$ cat src/rtl/gtr_pkg.sv
// Shared types, codes and the 5x8 font table of the glyph text rasterizer.
package gtr_pkg;

   localparam logic       OP_SET_CURSOR = 1'b0;
   localparam logic       OP_RENDER     = 1'b1;

   localparam logic [7:0] CODE_NEWLINE  = 8'h0a;
   localparam logic [7:0] CODE_CR       = 8'h0d;
   localparam logic [7:0] CODE_FIRST    = 8'h20;
   localparam logic [7:0] CODE_LAST     = 8'h7e;

   localparam logic [15:0] ADVANCE      = 16'd6;
   localparam logic [15:0] LINE_STEP    = 16'd8;
   localparam logic [2:0]  LAST_COL     = 3'd4;
   localparam logic [2:0]  LAST_ROW     = 3'd7;

   localparam logic        REG_TEXT_COLOR = 1'b0;
   localparam logic [15:0] COLOR_RESET    = 16'hffff;

   localparam int FONT_BYTES = 475;

   typedef struct packed {
      logic load;     // an item is taken from the input channel
      logic step;     // evaluate the current font cell and move to the next
      logic flush;    // send the held pixel out as the last one of the glyph
      logic advance;  // move the cursor one character cell to the right
   } cmd_type;

   typedef struct packed {
      logic printable;  // item on the input renders a drawable glyph
      logic hit;        // current font cell is lit and on screen
      logic pend_valid; // a pixel is held waiting for its successor
      logic out_free;   // output register can take a beat this cycle
      logic scan_last;  // current cell is the final one of the glyph
   } status_type;

   localparam logic [7:0] FONT_ROM [FONT_BYTES] = '{
      8'h00,8'h00,8'h00,8'h00,8'h00,8'h00,8'h00,8'h5f,8'h00,8'h00,8'h00,8'h07,8'h00,8'h07,
      8'h00,8'h14,8'h7f,8'h14,8'h7f,8'h14,8'h24,8'h2a,8'h7f,8'h2a,8'h12,8'h23,8'h13,8'h08,
      8'h64,8'h62,8'h36,8'h49,8'h56,8'h20,8'h50,8'h00,8'h08,8'h07,8'h03,8'h00,8'h00,8'h1c,
      8'h22,8'h41,8'h00,8'h00,8'h41,8'h22,8'h1c,8'h00,8'h2a,8'h1c,8'h7f,8'h1c,8'h2a,8'h08,
      8'h08,8'h3e,8'h08,8'h08,8'h00,8'h80,8'h70,8'h30,8'h00,8'h08,8'h08,8'h08,8'h08,8'h08,
      8'h00,8'h00,8'h60,8'h60,8'h00,8'h20,8'h10,8'h08,8'h04,8'h02,8'h3e,8'h51,8'h49,8'h45,
      8'h3e,8'h00,8'h42,8'h7f,8'h40,8'h00,8'h72,8'h49,8'h49,8'h49,8'h46,8'h21,8'h41,8'h49,
      8'h4d,8'h33,8'h18,8'h14,8'h12,8'h7f,8'h10,8'h27,8'h45,8'h45,8'h45,8'h39,8'h3c,8'h4a,
      8'h49,8'h49,8'h31,8'h41,8'h21,8'h11,8'h09,8'h07,8'h36,8'h49,8'h49,8'h49,8'h36,8'h46,
      8'h49,8'h49,8'h29,8'h1e,8'h00,8'h00,8'h14,8'h00,8'h00,8'h00,8'h40,8'h34,8'h00,8'h00,
      8'h00,8'h08,8'h14,8'h22,8'h41,8'h14,8'h14,8'h14,8'h14,8'h14,8'h00,8'h41,8'h22,8'h14,
      8'h08,8'h02,8'h01,8'h59,8'h09,8'h06,8'h3e,8'h41,8'h5d,8'h59,8'h4e,8'h7c,8'h12,8'h11,
      8'h12,8'h7c,8'h7f,8'h49,8'h49,8'h49,8'h36,8'h3e,8'h41,8'h41,8'h41,8'h22,8'h7f,8'h41,
      8'h41,8'h41,8'h3e,8'h7f,8'h49,8'h49,8'h49,8'h41,8'h7f,8'h09,8'h09,8'h09,8'h01,8'h3e,
      8'h41,8'h41,8'h51,8'h73,8'h7f,8'h08,8'h08,8'h08,8'h7f,8'h00,8'h41,8'h7f,8'h41,8'h00,
      8'h20,8'h40,8'h41,8'h3f,8'h01,8'h7f,8'h08,8'h14,8'h22,8'h41,8'h7f,8'h40,8'h40,8'h40,
      8'h40,8'h7f,8'h02,8'h1c,8'h02,8'h7f,8'h7f,8'h04,8'h08,8'h10,8'h7f,8'h3e,8'h41,8'h41,
      8'h41,8'h3e,8'h7f,8'h09,8'h09,8'h09,8'h06,8'h3e,8'h41,8'h51,8'h21,8'h5e,8'h7f,8'h09,
      8'h19,8'h29,8'h46,8'h26,8'h49,8'h49,8'h49,8'h32,8'h03,8'h01,8'h7f,8'h01,8'h03,8'h3f,
      8'h40,8'h40,8'h40,8'h3f,8'h1f,8'h20,8'h40,8'h20,8'h1f,8'h3f,8'h40,8'h38,8'h40,8'h3f,
      8'h63,8'h14,8'h08,8'h14,8'h63,8'h03,8'h04,8'h78,8'h04,8'h03,8'h61,8'h59,8'h49,8'h4d,
      8'h43,8'h00,8'h7f,8'h41,8'h41,8'h41,8'h02,8'h04,8'h08,8'h10,8'h20,8'h00,8'h41,8'h41,
      8'h41,8'h7f,8'h04,8'h02,8'h01,8'h02,8'h04,8'h40,8'h40,8'h40,8'h40,8'h40,8'h00,8'h03,
      8'h07,8'h08,8'h00,8'h20,8'h54,8'h54,8'h78,8'h40,8'h7f,8'h28,8'h44,8'h44,8'h38,8'h38,
      8'h44,8'h44,8'h44,8'h28,8'h38,8'h44,8'h44,8'h28,8'h7f,8'h38,8'h54,8'h54,8'h54,8'h18,
      8'h00,8'h08,8'h7e,8'h09,8'h02,8'h18,8'ha4,8'ha4,8'h9c,8'h78,8'h7f,8'h08,8'h04,8'h04,
      8'h78,8'h00,8'h44,8'h7d,8'h40,8'h00,8'h20,8'h40,8'h40,8'h3d,8'h00,8'h7f,8'h10,8'h28,
      8'h44,8'h00,8'h00,8'h41,8'h7f,8'h40,8'h00,8'h7c,8'h04,8'h78,8'h04,8'h78,8'h7c,8'h08,
      8'h04,8'h04,8'h78,8'h38,8'h44,8'h44,8'h44,8'h38,8'hfc,8'h18,8'h24,8'h24,8'h18,8'h18,
      8'h24,8'h24,8'h18,8'hfc,8'h7c,8'h08,8'h04,8'h04,8'h08,8'h48,8'h54,8'h54,8'h54,8'h24,
      8'h04,8'h04,8'h3f,8'h44,8'h24,8'h3c,8'h40,8'h40,8'h20,8'h7c,8'h1c,8'h20,8'h40,8'h20,
      8'h1c,8'h3c,8'h40,8'h30,8'h40,8'h3c,8'h44,8'h28,8'h10,8'h28,8'h44,8'h4c,8'h90,8'h90,
      8'h90,8'h7c,8'h44,8'h64,8'h54,8'h4c,8'h44,8'h00,8'h08,8'h36,8'h41,8'h00,8'h00,8'h00,
      8'h77,8'h00,8'h00,8'h00,8'h41,8'h36,8'h08,8'h00,8'h02,8'h01,8'h02,8'h04,8'h02
   };

endpackage

$ cat src/rtl/gtr_csr.sv
// Configuration register block holding the text color.
module gtr_csr
   import gtr_pkg::*;
(
   input  logic        clock,
   input  logic        reset,
   input  logic        csr_psel,
   input  logic        csr_penable,
   input  logic        csr_pwrite,
   input  logic [2:0]  csr_paddr,
   input  logic [31:0] csr_pwdata,
   output logic [31:0] csr_prdata,
   output logic        csr_pready,
   output logic [15:0] text_color
);

   logic [15:0] text_color_ff;
   logic [15:0] text_color_in;
   logic        wr_en;

   assign csr_pready = 1'b1;
   assign wr_en      = csr_psel && csr_penable && csr_pwrite && csr_pready
                       && (csr_paddr[2] == REG_TEXT_COLOR);

   always_comb begin
      text_color_in = text_color_ff;
      if (wr_en) begin
         text_color_in = csr_pwdata[15:0];
      end
   end

   always_ff @(posedge clock) begin
      if (reset) begin
         text_color_ff <= COLOR_RESET;
      end else begin
         text_color_ff <= text_color_in;
      end
   end

   assign csr_prdata = (csr_paddr[2] == REG_TEXT_COLOR) ? {16'd0, text_color_ff} : 32'd0;
   assign text_color = text_color_ff;

endmodule

$ cat src/rtl/gtr_ctrl.sv
// Sequencing state machine: takes items, steps the glyph scan and ends each glyph.
module gtr_ctrl
   import gtr_pkg::*;
(
   input  logic       clock,
   input  logic       reset,
   input  logic       req_tvalid,
   output logic       req_tready,
   input  status_type status,
   output cmd_type    cmd
);

   localparam logic [1:0] ST_IDLE  = 2'd0;
   localparam logic [1:0] ST_SCAN  = 2'd1;
   localparam logic [1:0] ST_FLUSH = 2'd2;

   logic [1:0] state_ff;
   logic [1:0] state_in;
   logic       stall;

   assign stall = status.hit && status.pend_valid && !status.out_free;

   always_comb begin
      state_in    = state_ff;
      cmd         = '0;
      req_tready  = 1'b0;
      case (state_ff)
         ST_IDLE: begin
            req_tready = 1'b1;
            if (req_tvalid) begin
               cmd.load = 1'b1;
               if (status.printable) begin
                  state_in = ST_SCAN;
               end
            end
         end
         ST_SCAN: begin
            if (!stall) begin
               cmd.step = 1'b1;
               if (status.scan_last) begin
                  state_in = ST_FLUSH;
               end
            end
         end
         ST_FLUSH: begin
            if (!status.pend_valid) begin
               cmd.advance = 1'b1;
               state_in    = ST_IDLE;
            end else if (status.out_free) begin
               cmd.flush   = 1'b1;
               cmd.advance = 1'b1;
               state_in    = ST_IDLE;
            end
         end
         default: begin
            state_in = ST_IDLE;
         end
      endcase
   end

   always_ff @(posedge clock) begin
      if (reset) begin
         state_ff <= ST_IDLE;
      end else begin
         state_ff <= state_in;
      end
   end

endmodule

$ cat src/rtl/gtr_datapath.sv
// Cursor, glyph scan counters, pixel clipping, held pixel and output register.
module gtr_datapath
   import gtr_pkg::*;
#(
   parameter int SCREEN_SIZE = 240
) (
   input  logic        clock,
   input  logic        reset,
   input  cmd_type     cmd,
   output status_type  status,
   input  logic        req_op,
   input  logic [15:0] req_pos_x,
   input  logic [15:0] req_pos_y,
   input  logic [7:0]  req_char_code,
   input  logic [15:0] text_color,
   output logic        rsp_tvalid,
   input  logic        rsp_tready,
   output logic [31:0] rsp_tdata,
   output logic        rsp_tlast
);

   localparam logic [15:0] SCREEN_LIM = 16'(SCREEN_SIZE);

   logic [15:0] cur_col_ff, cur_col_in;
   logic [15:0] cur_row_ff, cur_row_in;
   logic [8:0]  base_ff, base_in;
   logic [2:0]  col_ff, col_in;
   logic [2:0]  row_ff, row_in;
   logic        pend_valid_ff, pend_valid_in;
   logic [7:0]  pend_x_ff, pend_x_in;
   logic [7:0]  pend_y_ff, pend_y_in;
   logic        out_valid_ff, out_valid_in;
   logic [7:0]  out_x_ff, out_x_in;
   logic [7:0]  out_y_ff, out_y_in;
   logic [15:0] out_color_ff, out_color_in;
   logic        out_last_ff, out_last_in;

   logic        printable;
   logic [6:0]  glyph_num;
   logic [8:0]  rom_idx;
   logic [7:0]  font_bits;
   logic [15:0] px, py;
   logic        on_x, on_y;
   logic        hit;
   logic        out_free;
   logic        push_mid;
   logic        push;

   assign printable = (req_op == OP_RENDER) && (req_char_code >= CODE_FIRST)
                      && (req_char_code <= CODE_LAST);
   assign glyph_num = 7'(req_char_code - CODE_FIRST);

   // Glyph byte for the current column; the row bit selects the cell.
   assign rom_idx   = base_ff + {6'd0, col_ff};
   assign font_bits = FONT_ROM[rom_idx];

   assign px   = cur_col_ff + {13'd0, col_ff};
   assign py   = cur_row_ff + {13'd0, row_ff};
   assign on_x = !px[15] && (px < SCREEN_LIM);
   assign on_y = !py[15] && (py < SCREEN_LIM);
   assign hit  = font_bits[row_ff] && on_x && on_y;

   assign out_free = !out_valid_ff || rsp_tready;
   assign push_mid = cmd.step && hit && pend_valid_ff;
   assign push     = push_mid || cmd.flush;

   assign status.printable  = printable;
   assign status.hit        = hit;
   assign status.pend_valid = pend_valid_ff;
   assign status.out_free   = out_free;
   assign status.scan_last  = (col_ff == LAST_COL) && (row_ff == LAST_ROW);

   always_comb begin
      cur_col_in    = cur_col_ff;
      cur_row_in    = cur_row_ff;
      base_in       = base_ff;
      col_in        = col_ff;
      row_in        = row_ff;
      pend_valid_in = pend_valid_ff;
      pend_x_in     = pend_x_ff;
      pend_y_in     = pend_y_ff;

      if (cmd.load) begin
         if (req_op == OP_SET_CURSOR) begin
            cur_col_in = req_pos_x;
            cur_row_in = req_pos_y;
         end else if (req_char_code == CODE_NEWLINE) begin
            cur_col_in = 16'd0;
            cur_row_in = cur_row_ff + LINE_STEP;
         end else if (req_char_code == CODE_CR) begin
            cur_col_in = cur_col_ff;
         end else if (printable) begin
            base_in       = {glyph_num, 2'b00} + {2'b00, glyph_num};
            col_in        = 3'd0;
            row_in        = 3'd0;
            pend_valid_in = 1'b0;
         end else begin
            cur_col_in = cur_col_ff + ADVANCE;
         end
      end

      if (cmd.step) begin
         if (row_ff == LAST_ROW) begin
            row_in = 3'd0;
            col_in = col_ff + 3'd1;
         end else begin
            row_in = row_ff + 3'd1;
         end
         if (hit) begin
            pend_valid_in = 1'b1;
            pend_x_in     = px[7:0];
            pend_y_in     = py[7:0];
         end
      end

      if (cmd.flush) begin
         pend_valid_in = 1'b0;
      end

      if (cmd.advance) begin
         cur_col_in = cur_col_ff + ADVANCE;
      end
   end

   always_comb begin
      out_valid_in = out_valid_ff;
      out_x_in     = out_x_ff;
      out_y_in     = out_y_ff;
      out_color_in = out_color_ff;
      out_last_in  = out_last_ff;
      if (push) begin
         out_valid_in = 1'b1;
         out_x_in     = pend_x_ff;
         out_y_in     = pend_y_ff;
         out_color_in = text_color;
         out_last_in  = cmd.flush;
      end else if (rsp_tready) begin
         out_valid_in = 1'b0;
      end
   end

   always_ff @(posedge clock) begin
      if (reset) begin
         cur_col_ff    <= 16'd0;
         cur_row_ff    <= 16'd0;
         col_ff        <= 3'd0;
         row_ff        <= 3'd0;
         pend_valid_ff <= 1'b0;
         out_valid_ff  <= 1'b0;
      end else begin
         cur_col_ff    <= cur_col_in;
         cur_row_ff    <= cur_row_in;
         col_ff        <= col_in;
         row_ff        <= row_in;
         pend_valid_ff <= pend_valid_in;
         out_valid_ff  <= out_valid_in;
      end
   end

   always_ff @(posedge clock) begin
      base_ff      <= base_in;
      pend_x_ff    <= pend_x_in;
      pend_y_ff    <= pend_y_in;
      out_x_ff     <= out_x_in;
      out_y_ff     <= out_y_in;
      out_color_ff <= out_color_in;
      out_last_ff  <= out_last_in;
   end

   assign rsp_tvalid = out_valid_ff;
   assign rsp_tdata  = {out_color_ff, out_y_ff, out_x_ff};
   assign rsp_tlast  = out_last_ff;

   a_push_free: assert property (@(posedge clock) disable iff (reset)
      push |-> out_free)
      else $error("pixel pushed over an unconsumed output beat");

   a_flush_held: assert property (@(posedge clock) disable iff (reset)
      cmd.flush |-> pend_valid_ff)
      else $error("glyph flush without a held pixel");

   a_col_range: assert property (@(posedge clock) disable iff (reset)
      cmd.step |-> (col_ff <= LAST_COL))
      else $error("glyph scan ran past the last column");

   a_flush_clears: assert property (@(posedge clock) disable iff (reset)
      cmd.flush |=> (!pend_valid_ff && out_valid_ff && out_last_ff))
      else $error("flush did not leave a last-pixel beat");

endmodule

$ cat src/rtl/glyph_text_rasterizer_top.sv
// Top level of the 5x8 bitmap font text rasterizer.
// A set-cursor, newline, carriage-return or undrawable item is done as it is accepted.
// A printable glyph is accepted, its 40 font cells are scanned one a cycle, then it is flushed;
// the scan stalls while a lit cell meets a held pixel and the result side holds back a beat.
// A lit pixel is held back and leaves as a beat when the next lit cell or the flush comes.
// Synchronous active-high reset clears the cursor to (0,0), the color to white, the
// scan state and the output register; no clearing pass is needed.
module glyph_text_rasterizer_top
   import gtr_pkg::*;
#(
   parameter int SCREEN_SIZE = 240
) (
   input  logic        clock,
   input  logic        reset,
   // Input channel, one beat per item.
   input  logic        req_tvalid,
   output logic        req_tready,
   input  logic [39:0] req_tdata,  // pos_x[15:0], pos_y[31:16], char_code[39:32]
   input  logic        req_tuser,  // op (0 set cursor, 1 render character)
   // Result channel, one beat per lit pixel on screen.
   output logic        rsp_tvalid,
   input  logic        rsp_tready,
   output logic [31:0] rsp_tdata,  // pixel_x[7:0], pixel_y[15:8], pixel_color[31:16]
   output logic        rsp_tlast,  // last_pixel of the glyph
   // Configuration port.
   input  logic        csr_psel,
   input  logic        csr_penable,
   input  logic        csr_pwrite,
   input  logic [2:0]  csr_paddr,
   input  logic [31:0] csr_pwdata,
   output logic [31:0] csr_prdata,
   output logic        csr_pready
);

   cmd_type     cmd;
   status_type  status;
   logic [15:0] text_color;

   // Register block, color only; the user must write it only while the engine is idle, unenforced.
   gtr_csr u_csr (
      .clock       (clock),
      .reset       (reset),
      .csr_psel    (csr_psel),
      .csr_penable (csr_penable),
      .csr_pwrite  (csr_pwrite),
      .csr_paddr   (csr_paddr),
      .csr_pwdata  (csr_pwdata),
      .csr_prdata  (csr_prdata),
      .csr_pready  (csr_pready),
      .text_color  (text_color)
   );

   // The controller decides when items are taken and when the scan moves on.
   gtr_ctrl u_ctrl (
      .clock      (clock),
      .reset      (reset),
      .req_tvalid (req_tvalid),
      .req_tready (req_tready),
      .status     (status),
      .cmd        (cmd)
   );

   // The datapath holds one lit pixel back so that the final one can carry the last flag;
   // the output register lets the scan run on, up to the next lit cell, while a beat waits.
   gtr_datapath #(
      .SCREEN_SIZE (SCREEN_SIZE)
   ) u_datapath (
      .clock         (clock),
      .reset         (reset),
      .cmd           (cmd),
      .status        (status),
      .req_op        (req_tuser),
      .req_pos_x     (req_tdata[15:0]),
      .req_pos_y     (req_tdata[31:16]),
      .req_char_code (req_tdata[39:32]),
      .text_color    (text_color),
      .rsp_tvalid    (rsp_tvalid),
      .rsp_tready    (rsp_tready),
      .rsp_tdata     (rsp_tdata),
      .rsp_tlast     (rsp_tlast)
   );

endmodule

$ cat config.mk
export PLATFORM = sky130hd
export DESIGN_NAME = glyph_text_rasterizer_top
export DESIGN_NICKNAME = d
export VERILOG_FILES = /design/src/rtl/gtr_pkg.sv /design/src/rtl/gtr_csr.sv /design/src/rtl/gtr_ctrl.sv /design/src/rtl/gtr_datapath.sv /design/src/rtl/glyph_text_rasterizer_top.sv
export SDC_FILE = /design/constraint.sdc
export NUM_CORES = 1
export LEC_CHECK = 0
export ABC_AREA = 1
export BUFFER_PORTS_ARGS = -buffer_cell sky130_fd_sc_hd__buf_2
export CAP_MARGIN = 20
export CORE_ASPECT_RATIO = 1.25
export CORE_MARGIN = 5
export CORE_UTILIZATION = 30
export CTS_BUF_LIST = sky130_fd_sc_hd__clkbuf_16
export CTS_CLUSTER_SIZE = 28
export DETAILED_ROUTE_END_ITERATION = 7
export HOLD_SLACK_MARGIN = 0.03
export SYNTH_ARGS = -nofsm -noshare
export SYNTH_HDL_FRONTEND = slang
export SYNTH_HIERARCHICAL = 1
export SYNTH_SLANG_ARGS = --single-unit
$ cat constraint.sdc
create_clock -name clock -period 9.84 [get_ports clock]
set_input_delay 1.476 -clock clock [delete_from_list [all_inputs] [get_ports clock]]
set_output_delay 1.476 -clock clock [all_outputs]
set_load 0.005 [all_outputs]
* After elaboration in Yosys (flattened, before gate mapping)
Memory sizes are Yosys's and may differ from the RTL's.
Cells that the tools add are included.
** Cells by class
- $add $sub $neg :: 9
- Order comparisons :: 6
- Equality and inequality tests :: 16
- Muxes and demuxes :: 52
- Bitwise logic cells :: 4
- Reduce and logical (&&, ||, !) cells :: 33
** Operator list (count)
- $mux 16 :: 9
- $mux 3 :: 14
- $add 16x3->16 :: 2
- $lt 16x8->1 const B :: 2
- $mux 1 :: 17
- $add 16x3->16 const B :: 1
- $add 16x4->16 const B :: 1
- $eq 8x4->1 const B :: 2
- $mux 2 :: 8
- $mux 8 :: 2
- $reduce_and 5->1 :: 3
- $logic_and 1x1->1 :: 14
- $ge 10x10->1 const B :: 1
- $not 9->10 :: 1
- $reduce_bool 2->1 :: 5
- $add 9x3->9 :: 1
- $add 9x7->9 :: 1
- $ge 8x6->1 const B :: 1
- $le 8x7->1 const B :: 1
- $ne 2x1->1 const B :: 4
- $sub 7x6->7 const B :: 1
- $add 3x1->3 const B :: 2
- $eq 3x3->1 const B :: 2
- $ne 2x2->1 const B :: 3
- 15 further kinds :: 22
** Storage, ports and cells
- Register bits :: 116
- Memory bits (read-only) :: 4096
- Output and inout port bits :: 68
- Word-level logic and storage cells :: 136
- Memories kept :: 1
** Memory list
- (no name shown) :: words 512, bits a word 8, read ports 1, clocked after memory_dff 0, write ports 0, RTL line gtr_datapath.sv:55 : assign font_bits = FONT_ROM[rom_idx];

* Depth between registers and ports, before layout
- Word-level depth :: 17
- Depth in mapped cells :: 33

* Cells and area by module
The synthesis kept the hierarchy.
** Modules (own cells, without submodules)
- gtr_datapath :: times used 1, cells each 1523, area an instance 9547.9 sq um, sequential area each 2542.4 sq um
- gtr_csr :: times used 1, cells each 127, area an instance 885.8 sq um, sequential area each 320.3 sq um
- gtr_ctrl :: times used 1, cells each 29, area an instance 176.4 sq um, sequential area each 40.0 sq um

* Worst setup path after synthesis
OpenSTA, ideal clock, no wires.
- Kind :: flip-flop to flip-flop
- From :: register u_datapath.col_ff[0]
- To :: register u_datapath.out_color_ff[0] (enable)
- Setup time :: 390 ps
- Arrival :: 4475 ps
- Required time :: 9450 ps
- Path slack :: 4974 ps
- Cell stages (with the launch flop) :: 28
- Path buffers :: 1
- Period minus slack after synthesis :: 4866 ps
- Cell sequence :: dfxtp_1 ha_1 inv_1 fa_1 inv_1 ha_1 inv_1 nand3_1 nand2_1 nand3_1 nor2_1 nor2_1 nand3_1 nand3_1 a21oi_1 nand2_1 nand3_1 nand3_1 nand2_1 nand2_1 nand2_1 inv_2 buf_4 nand2_1 nor2_1 nor2_1 nand4_1 nand2_1
** RTL lines
- from (decl) :: RTL line gtr_datapath.sv:27 : logic [2:0] col_ff, col_in;
- from (signal assigned) :: RTL line gtr_datapath.sv:153 : col_ff <= col_in;
- to (signal assigned) :: RTL line gtr_datapath.sv:166 : out_color_ff <= out_color_in;
- to (decl) :: RTL line gtr_datapath.sv:35 : logic [15:0] out_color_ff, out_color_in;

==> impl_results.md <==
* Synth top area share at 0.1861
* Placed cells at 2,193
* Post-Route Utilization at 0.3389
* Fmax at 0.1556 GHz
* Initial antenna violation count at 0
* Sequential area share after synthesis at 0.2736
* Worst Hold End: u_datapath/out_x_ff[4]
* Worst-case reg-to-reg path depth at 26
* #FFs+latches synth at 116
* DR DRC count at 0
* Most used cell, CP: nand2_1
* Normalized max-slew margin at 0.3484
* Tcrit/Tclk final at 0.6530
* Unrepaired setup endpoints after global routing: false
* Gate power share at 0.210
* Layout cells sized above 1 at 0.1193
* Total grt overflow at 0
* Clock skew at 0.01342 ns
* Max-Cap Viols at 0
* Global routing's busiest layer: met2
* Antenna Cells at 0
* Cell Area, Synth at 10,610 um2
* Placer Congestion at 1.012
* Core Footprint at 35,170 um2
* Pre-antenna DRT Iters at 6
* CTS Hold Bufs at 0
* Hold Startpoint: u_datapath/pend_x_ff[4]
* Design Power at 1.523 mW
* Clock Latency Late Sink at 0.42 ns
* Nets at 1,859
* NetSw at 0.4708 mW
* Met1 usage at 0.2588
* Met2 GRT Util at 0.3711
* Most common cell in the netlist: nand2_1
* Worst-margin pin slew at 0.9760 ns
* Startpoint types: flop
* Via density at 5.336
* Hold Violations, Final at 0
* Asr flop ratio synth at 0
* Clk root buf: clkbuf_16
* Internal power at 1.052 mW
* Clock slew at reported path FFs at 0.06 ns
* Vias in the first global route at 11,370
* Clock sink total at 116
* Die ar. at 39,250 um2
* Hold depth at 0
* Area contributors post-synth: nand2_1 19%, edfxtp_1 16%, nand3_1 15%, dfxtp_1 11%, inv_1 5.4%
* Post-CTS Setup Bufs at 0
* H-tree depth at 4
* Max-slew violations at 0
* IO Count at 151
* Clk buf depth at 2
* Sequential power share at 0.361
* Final wirelength at 44,710 um
* WP buf/inv at 4
* WP data arrival at 6.49 ns
* Post-Layout Cell Count at 2,226
* Post-Syn Instances at 1,679
* HP Class: reg2reg
* Synth area leader: nand2_1
* Largest net degree at the start of global routing at 82
* Tmin final at 6.426 ns
* Initial Utilization at 0.3017
* Fill count at 3,879
* Crit end category: flop
* Aggregate global-route resource usage at 0.2223
* Crit-path max cell delay at 0.80 ns
* First-pass GRT wire length at 66,870 um
* CTS Buf Count at 17
* CP max-delay cell: fa_1
* Port Buf Inserts at 115
* Pwr/cell area at 127.8 nW/um2
* Hpwl dp at 32,620 um
* Run status: completed
* Die height at 220.3 um
* Clock Power Share at 0.430
* CTS tree: yes
* Worst-path fanout max at 33
* DR WL/cell at 20.08 um
* R2R Setup Slk at 3.41 ns
* Unique masters post-synth at 48
* Synth-to-Final Area Change at 12.31%
* Syn_area_per_cell at 6.319 um2
* Final setup violating endpoints at 0
* YS warnings at 6
* Most used DFF post-synth: edfxtp_1
* FP Rows at 77
* Setup Total Neg Slack at 0 ns
* Lkg Pwr at 5.859 nW
* Most frequent cells after synthesis: 526 x nand2_1, 311 x nand3_1, 152 x inv_1, 117 x nor2_1, 84 x o21ai_0
* Delay-heaviest family, CP: simple AND/OR/NAND/NOR gates
* ANT nets after route at 0
* Number of DRC markers in iteration 0 at 1,330
* Peak supply drop at 0.00009054 V
* Met3 GRT Util at 0.04392
* EDFF count, synth at 58
* CTS resizes at 0
* RR Endpoint: u_datapath/out_x_ff[5]
* Setup CP Type: reg2reg
* Switching part of the total at 0.3092
* Worst r2r src: u_datapath/col_ff[0]
* DR vias at 11,880
* Die width at 178.2 um
* Req. time, crit path at 9.91 ns
[cells in the final DEF, fill, tap and decap left out, types with 16 or more instances in the layout]
master,Yosys,final
a21oi_1,68,68
conb_1,2,17
nor2_1,117,117
ha_1,33,33
clkbuf_16,0,17
dfxtp_1,58,58
edfxtp_1,58,58
nand3_1,311,311
nand2_1,526,525
inv_1,152,152
buf_2,34,115
nand4_1,16,16
xor2_1,29,29
o21ai_0,84,84
[worst register-to-register path, stage by stage, from the launching register on]
cell and delay [ns]:
dfxtp_1 0.46, ha_1 0.28, inv_1 0.07, fa_1 0.80
inv_1 0.32, ha_1 0.44, nand3_1 0.64, nand2_1 0.28
nand3_1 0.38, nand3_1 0.21, nand2_1 0.07, nand2_1 0.06
nand3_1 0.11, nand3_1 0.14, nand2_1 0.14, nand3_1 0.11
nand3_1 0.14, nand2_1 0.10, nand2_1 0.07, nand2_1 0.09
inv_2 0.04, nand2_1 0.05, nor2_1 0.06, nor2_1 0.33
nand4_1 0.18, nand2_1 0.09, buf_4 0.38
[cell families (layout without fill, tap and decap cells)]
family / after synthesis / after routing / share of synthesized area
simple gates: 1026 / 1026 / 0.4222
other cells: 2 / 17 / 0.0007078
xor+xnor: 36 / 36 / 0.03325
buf+inv: 265 / 323 / 0.1193
compound gates: 197 / 197 / 0.1045
fa+ha+maj: 37 / 37 / 0.04646
flops: 116 / 116 / 0.2736
[worst max path at each step]
stage,cells after the start,from,end
floorplan,27,u_datapath/col_ff[0],u_datapath/out_color_ff[0]
global placement,25,u_datapath/col_ff[0],u_datapath/pend_x_ff[6]
detailed placement,25,u_datapath/col_ff[0],u_datapath/pend_x_ff[7]
CTS,25,u_datapath/col_ff[0],u_datapath/pend_y_ff[5]
global route,26,u_datapath/col_ff[0],u_datapath/out_color_ff[6]
finish,26,u_datapath/col_ff[0],u_datapath/out_x_ff[5]
[sequential cells by signal (all words and copies together), names as in the netlist, 3 cells and up]
signal and count:
u_datapath/out_x_ff 8, u_datapath/out_y_ff 8, u_datapath/row_ff 3, u_datapath/pend_x_ff 8, u_datapath/pend_y_ff 8, u_datapath/cur_row_ff 16, u_datapath/base_ff 9, u_csr/text_color 16
u_datapath/out_color_ff 16, u_datapath/col_ff 3, u_datapath/cur_col_ff 16
[through the flow]
step	setup slack, ns	instance area, um2	hold WS [ns]
4_1_cts	3.596	11910	0.4190
2_1_floorplan	4.974	10670	0.4003
3_3_place_gp	3.675	11280	0.4015
3_5_place_dp	3.626	11280	0.4045
5_1_grt	3.109	11920	0.4241
6_report	3.414	11920	0.4177
[power by group through the flow]
stage	registers (mW)	clock network (mW)	logic (mW)
floorplan	0.552	0	0.220
global placement	0.558	0	0.309
detailed placement	0.559	0	0.310
CTS	0.549	0.664	0.312
global route	0.552	0.691	0.351
finish	0.549	0.654	0.319
[cell type report]
cell class	instances	area (um2)	area share
multi-input cells	1313	6500	0.5455
clock inverters	15	202.7	0.01701
well taps	474	593.1	0.04977
flip-flops and latches	116	2903	0.2436
repair buffers	130	688.2	0.05775
clock buffers	17	425.4	0.03570
inverters	161	604.3	0.05071
[per-layer routing]
| metal | part of all wire | vias up |
|---|---|---|
| met3 | 0.079 | 161 |
| met2 | 0.47 | 604 |
| met5 | 0 | - |
| li1 | - | 5641 |
| met1 | 0.37 | 5473 |
| met4 | 0.073 | 0 |
Power figures use the tool's default switching activity.
